===== config.mk =====
export PLATFORM = sky130hd
export DESIGN_NAME = sorted_value_list_core
export DESIGN_NICKNAME = d
export VERILOG_FILES = /design/src/design/svl_pkg.sv /design/src/design/svl_cell.sv /design/src/design/sorted_value_list_core.sv
export SDC_FILE = /design/constraint.sdc
export NUM_CORES = 2
export LEC_CHECK = 0
export ABC_AREA = 1
export ABC_CLOCK_PERIOD_IN_PS = 4000
export BUFFER_PORTS_ARGS = -buffer_cell sky130_fd_sc_hd__buf_2
export CAP_MARGIN = 40
export CORE_ASPECT_RATIO = 2
export CORE_UTILIZATION = 37
export DETAILED_ROUTE_END_ITERATION = 12
export GPL_TIMING_DRIVEN = 0
export PLACE_DENSITY = 0.6
export SYNTH_ARGS = -nofsm -noshare
export SYNTH_HDL_FRONTEND = slang
export SYNTH_SLANG_ARGS = --single-unit

===== constraint.sdc =====
create_clock -name clk -period 4 [get_ports clk]
set_input_delay 0.8 -clock clk [delete_from_list [all_inputs] [get_ports clk]]
set_output_delay 0.8 -clock clk [all_outputs]
set_load 0.02 [all_outputs]

===== src/design/svl_pkg.sv =====
// Shared constants, codes and types of the sorted value list.
`timescale 1ns / 1ps
package svl_pkg;

  localparam int DEPTH   = 16;
  localparam int CNT_W   = $clog2(DEPTH + 1);
  localparam int VAL_W   = 32;
  localparam int ENTRY_W = 5;

  // Opcodes
  localparam logic [1:0] OP_INSERT = 2'd0;
  localparam logic [1:0] OP_REMOVE = 2'd1;
  localparam logic [1:0] OP_POP    = 2'd2;
  localparam logic [1:0] OP_PEEK   = 2'd3;

  // Status codes
  localparam logic [1:0] ST_OK        = 2'd0;
  localparam logic [1:0] ST_NOT_FOUND = 2'd1;
  localparam logic [1:0] ST_FULL      = 2'd2;
  localparam logic [1:0] ST_EMPTY     = 2'd3;

  typedef logic signed [VAL_W-1:0] val_t;
  typedef logic [CNT_W-1:0]        cnt_t;

  // Broadcast control to every cell
  typedef struct packed {
    logic ins;      // insert value at its sorted place
    logic del_all;  // pop: every cell takes its right neighbor
    logic del_ge;   // remove: cells not below value take right neighbor
    val_t value;
  } cell_ctrl_t;

  // One entry as passed between neighbors
  typedef struct packed {
    logic valid;
    val_t data;
  } cell_link_t;

endpackage


===== src/design/svl_cell.sv =====
// One storage cell of the sorted chain: compare against the operand and shift.
`timescale 1ns / 1ps
module svl_cell (
  input  logic               clk,
  input  logic               rst,
  input  svl_pkg::cell_ctrl_t ctrl,
  input  logic               prev_lt,
  input  svl_pkg::cell_link_t from_prev,
  input  svl_pkg::cell_link_t from_next,
  output svl_pkg::cell_link_t cur,
  output svl_pkg::cell_link_t cur_next,
  output logic               lt,
  output logic               hit
);
  import svl_pkg::*;

  logic valid;
  val_t data;
  logic valid_next;
  val_t data_next;

  // Local compares; the list is sorted, so lt is true for a prefix of cells
  assign lt  = valid && (data < ctrl.value);
  // First equal entry: every entry in front of it is smaller
  assign hit = valid && (data == ctrl.value) && prev_lt;

  // Next entry
  always_comb begin
    valid_next = valid;
    data_next  = data;
    if (ctrl.ins) begin
      if (!lt) begin
        if (prev_lt) begin
          valid_next = 1'b1;
          data_next  = ctrl.value;
        end else begin
          valid_next = from_prev.valid;
          data_next  = from_prev.data;
        end
      end
    end else if (ctrl.del_all || (ctrl.del_ge && !lt)) begin
      valid_next = from_next.valid;
      data_next  = from_next.data;
    end
  end

  always_ff @(posedge clk) begin
    if (rst) begin
      valid <= 1'b0;
    end else begin
      valid <= valid_next;
    end
  end

  always_ff @(posedge clk) begin
    data <= data_next;
  end

  assign cur.valid      = valid;
  assign cur.data       = data;
  assign cur_next.valid = valid_next;
  assign cur_next.data  = data_next;

endmodule


===== src/design/sorted_value_list_core.sv =====
// Sorted value list: a chain of compare-and-shift cells with a result register.
// A result is shown in the cycle after its input transfer.
// Throughput: one item per cycle while results are taken; every cell compares
// and shifts in parallel for insert, remove, pop and peek alike.
// Reset clears the cell valid bits, the count and the result valid flag at once;
// there is no clearing pass and items are taken in the first cycle after reset.
`timescale 1ns / 1ps
module sorted_value_list_core (
  input  logic                             clk,
  input  logic                             rst,
  input  logic                             in_valid,
  output logic                             in_ready,
  input  logic [1:0]                       opcode,
  input  logic signed [svl_pkg::VAL_W-1:0] value,
  output logic                             out_valid,
  input  logic                             out_ready,
  output logic signed [svl_pkg::VAL_W-1:0] smallest_value,
  output logic                             is_empty,
  output logic [svl_pkg::ENTRY_W-1:0]      entry_count,
  output logic [1:0]                       status
);
  import svl_pkg::*;

  cell_ctrl_t       ctrl;
  cell_link_t       cur      [DEPTH];
  cell_link_t       cur_next [DEPTH];
  cell_link_t       left_in  [DEPTH];
  cell_link_t       right_in [DEPTH];
  logic [DEPTH-1:0] lt_vec;
  logic [DEPTH-1:0] hit_vec;
  logic [DEPTH-1:0] prev_lt_vec;

  cnt_t       count;
  cnt_t       count_next;
  logic       in_xfer;
  logic       found;
  logic       full;
  logic       empty;
  logic [1:0] status_next;

  assign in_ready = !out_valid || out_ready;
  assign in_xfer  = in_valid && in_ready;
  assign full     = (count == cnt_t'(DEPTH));
  assign empty    = (count == '0);
  assign found    = |hit_vec;

  // Decode the operation and its status
  always_comb begin
    ctrl.ins     = 1'b0;
    ctrl.del_all = 1'b0;
    ctrl.del_ge  = 1'b0;
    ctrl.value   = value;
    count_next   = count;
    status_next  = ST_OK;
    unique case (opcode)
      OP_INSERT: begin
        if (full) begin
          status_next = ST_FULL;
        end else begin
          ctrl.ins   = in_xfer;
          count_next = count + cnt_t'(1);
        end
      end
      OP_REMOVE: begin
        if (found) begin
          ctrl.del_ge = in_xfer;
          count_next  = count - cnt_t'(1);
        end else begin
          status_next = ST_NOT_FOUND;
        end
      end
      OP_POP: begin
        if (empty) begin
          status_next = ST_EMPTY;
        end else begin
          ctrl.del_all = in_xfer;
          count_next   = count - cnt_t'(1);
        end
      end
      OP_PEEK: begin
        if (empty) begin
          status_next = ST_EMPTY;
        end
      end
      default: begin
        status_next = ST_OK;
      end
    endcase
  end

  // Cell chain
  for (genvar i = 0; i < DEPTH; i++) begin : g_cell
    if (i == 0) begin : g_head
      assign prev_lt_vec[i] = 1'b1;
      assign left_in[i]     = '0;
    end else begin : g_body
      assign prev_lt_vec[i] = lt_vec[i-1];
      assign left_in[i]     = cur[i-1];
    end
    if (i == DEPTH - 1) begin : g_tail
      assign right_in[i] = '0;
    end else begin : g_mid
      assign right_in[i] = cur[i+1];
    end

    svl_cell u_cell (
      .clk       (clk),
      .rst       (rst),
      .ctrl      (ctrl),
      .prev_lt   (prev_lt_vec[i]),
      .from_prev (left_in[i]),
      .from_next (right_in[i]),
      .cur       (cur[i]),
      .cur_next  (cur_next[i]),
      .lt        (lt_vec[i]),
      .hit       (hit_vec[i])
    );
  end

  // Entry count
  always_ff @(posedge clk) begin
    if (rst) begin
      count <= '0;
    end else if (in_xfer) begin
      count <= count_next;
    end
  end

  // Result register
  always_ff @(posedge clk) begin
    if (rst) begin
      out_valid <= 1'b0;
    end else if (in_xfer) begin
      out_valid <= 1'b1;
    end else if (out_ready) begin
      out_valid <= 1'b0;
    end
  end

  always_ff @(posedge clk) begin
    if (in_xfer) begin
      smallest_value <= cur_next[0].valid ? cur_next[0].data : '0;
      is_empty       <= (count_next == '0);
      entry_count    <= ENTRY_W'(count_next);
      status         <= status_next;
    end
  end

endmodule


==> flow_metrics.env <==
export IMPL_worst_r2r_cell_count=22
export IMPL_grt_setup_unrepaired="yes"
export IMPL_io_pins=80
export IMPL_ys_flop_type="edfxtp_1"
export IMPL_final_cell_mix="944 x o21ai_0, 884 x nand2_1, 663 x inv_1, 661 x a21oi_1, 520 x edfxtp_1"
export IMPL_wl_mm=174
export IMPL_clkSlewWorstSetupHoldPaths_ps=70
export IMPL_h_tree_depth=2
export IMPL_portBuffers=78
export IMPL_clk_latency_ps=700
export IMPL_wl_per_cell_um=23.9
export IMPL_hp_class="input port to flop"
export IMPL_setup_viol=30
export IMPL_drc=1
export IMPL_r2r_end="smallest_value[13]"
export IMPL_clock_sinks=574
export IMPL_dr_pass1_iters=12
export IMPL_num_vias=39700
export IMPL_hold_violations=0
export IMPL_dp_hpwl_mm=140
export IMPL_first_global_vias=40700
export IMPL_min_to="out_valid"
export IMPL_synth_seq_cells=574
export IMPL_first_iter_violations=2522
export IMPL_clockBufferDepth=3
export IMPL_synth_cells=5333
export IMPL_r2r_start="g_cell[1].u_cell.data[15]"
export IMPL_cts_tree="yes"
export IMPL_synth_nets=5885
export IMPL_hold_start="out_ready"
export IMPL_critPathKind="input port to flop"
export IMPL_die_h_um=479
export IMPL_violations="design-rule violations, negative setup slack"
export IMPL_cp_slowest_stage_delay_ps=300
export IMPL_setup_ws_ps=-103
export IMPL_async_flop_share=0
export IMPL_cp_required_ps=4440
export IMPL_seq_area_frac_synth=0.396
export IMPL_pre_cts_ws_ps=-1810
export IMPL_drv_slew=0
export IMPL_num_nets_final=6272
export IMPL_cp_start_kind="input port"
export IMPL_grt_pass1_wl_mm=250
export IMPL_p_per_area_mw_per_mm2=339
export IMPL_core_area_mm2=0.113
export IMPL_relSlewSlack=0.285
export IMPL_die_x_um=241
export IMPL_drv_cap=0
export IMPL_critical_path_slowest_cell="a21oi_4"
export IMPL_yosysUniqueCellTypes=41
export IMPL_cpMostUsedCell="nand2_1"
export IMPL_initial_core_util=0.374
export IMPL_cts_made_buffers=57
export IMPL_layout_area_overhead_vs_synth_pct=21.3
export IMPL_overflow=0
export IMPL_worst_slew_pin_slew_ps=1070
export IMPL_rows=174
export IMPL_cp_max_fo=8
export IMPL_min_period_ps=4100
export IMPL_vdd_drop_max_uv=465
export IMPL_worstHoldPathCells=4
export IMPL_layout_drive_gt1_share=0.134
export IMPL_final_util=0.454
export IMPL_dieArea_mm2=0.115
export IMPL_worst_r2r_setup_slack_ps=-40
export IMPL_skew_ps=17.5
export IMPL_antenna_found_initial=9
export IMPL_status="finished, violations left"
export IMPL_leakage_nw=22.1
export IMPL_fmax_ghz=0.244
export IMPL_vias_per_cell=5.46
export IMPL_postSynthAreaPerCell_um2=7.91
export IMPL_fin_crit_sh=1.03
export IMPL_grt_max_degree=28
export IMPL_arrival_ps=4540
export IMPL_yosys_warnings=0
export IMPL_ant_nets=0
export IMPL_cts_root_buf="clkbuf_16"
export IMPL_final_common_cell="o21ai_0"
export IMPL_place_congestion=0.982
export IMPL_syn_area_mm2=0.0422
export IMPL_grt_usage=0.300
export IMPL_synth_edf_count=520
export IMPL_critPathCaptureType="flop"
## registers in the layout, summed over array words and instances (netlist names)
register             count
count                    5
out_valid                1
g_cell.u_cell.data     512
status                   2
smallest_value          32
entry_count              5
g_cell.u_cell.valid     16
is_empty                 1
## stage by stage
step	cell area (um2)	TNS [ps]	hold WS, ps	power, W	instances
after floorplan	42200	0	475	0.00959	5333
after global placement	44400	-1839670	494	0.0107	6907
after detailed placement	45200	-1399890	504	0.0109	6951
after CTS	49300	-6.62	393	0.0170	7191
after global routing	51100	-12230	458	0.0181	7267
final	51100	-1940	425	0.0174	7268
## Yosys cell counts, drive strengths merged, types with 2 or more instances
| master | instances | area share |
|---|---|---|
| a21o | 27 | 0.0048 |
| a21oi | 678 | 0.080 |
| a311oi | 2 | 0.00042 |
| and2 | 4 | 0.00059 |
| and3 | 2 | 0.00030 |
| buf | 28 | 0.0033 |
| clkbuf | 258 | 0.023 |
| dfxtp | 54 | 0.026 |
| edfxtp | 520 | 0.37 |
| ha | 514 | 0.15 |
| inv | 706 | 0.063 |
| nand2 | 970 | 0.087 |
| nand3 | 162 | 0.019 |
| nand4 | 100 | 0.015 |
| nor2 | 222 | 0.021 |
| nor3 | 30 | 0.0036 |
| nor4 | 16 | 0.0025 |
| o211ai | 3 | 0.00053 |
| o21a | 31 | 0.0055 |
| o21ai | 955 | 0.11 |
| o21bai | 37 | 0.0066 |
| o22ai | 2 | 0.00030 |
| xnor2 | 2 | 0.00042 |
| xor2 | 3 | 0.00062 |
## critical path: cells and delay by family
| kind | cells | cell delay [ps] |
|---|---|---|
| adders and majority gates | 1 | 230 |
| AOI/OAI and AO/OA | 1 | 300 |
| and+or+nand+nor | 17 | 2070 |
| buffers and inverters | 6 | 1090 |
## timing repair
item,in CTS,in global routing
resized for setup,210,311
hold buffers,0,0
setup buffers,129,60
setup endpoints to repair,1018,867
pin swaps,32,116
cloned,3,5
## layer usage
metal  GRT usage  up-vias  share of wire
met1       0.240    18300           0.29
met3      0.0357      777          0.033
met2       0.572     1342           0.54
met4       0.351        4           0.13
li1            -    19200              -
met5           0        -        0.00014
## worst max-delay path by stage
stage | from | to | slack (ps) | cells past startpoint
CTS | value[26] | smallest_value[28] | -4 | 26
floorplan | value[31] | g_cell[15].u_cell.data[0] | 30 | 17
global placement | value[27] | g_cell[15].u_cell.data[24] | -2740 | 20
finish | value[17] | smallest_value[13] | -100 | 25
detailed placement | value[31] | smallest_value[13] | -1810 | 20
global route | value[17] | smallest_value[13] | -270 | 23
## area by class of cell
type / count / area (um2)
clock inverter: 34 / 315
fill: 11400 / 61600
tap: 1496 / 1870
multi-input combinational: 3766 / 23400
timing repair buffer: 329 / 3340
sequential: 574 / 16700
buffer: 285 / 1160
inverter: 707 / 2780
clock buffer: 74 / 1580
antenna: 3 / 7.51
## logic make-up (layout without fill, tap and decap cells)
group / count (synthesis) / after routing / synth area share
AO/OA/AOI/OAI: 1738 / 1738 / 0.213
AND/OR/NAND/NOR: 1509 / 1509 / 0.149
flip-flops: 574 / 574 / 0.396
buffers and inverters: 993 / 1429 / 0.0892
adder cells (fa/ha/maj): 514 / 514 / 0.153
other: 0 / 3 / 0
XOR/XNOR: 5 / 5 / 0.00104
## power by group
part	internal, W	total (W)	switching, W
clock	0.00307	0.00580	0.00272
combinational	0.00144	0.00416	0.00273
sequential	0.00710	0.00740	0.000295
total	0.0116	0.0174	0.00574
Power figures use the tool's default switching activity.
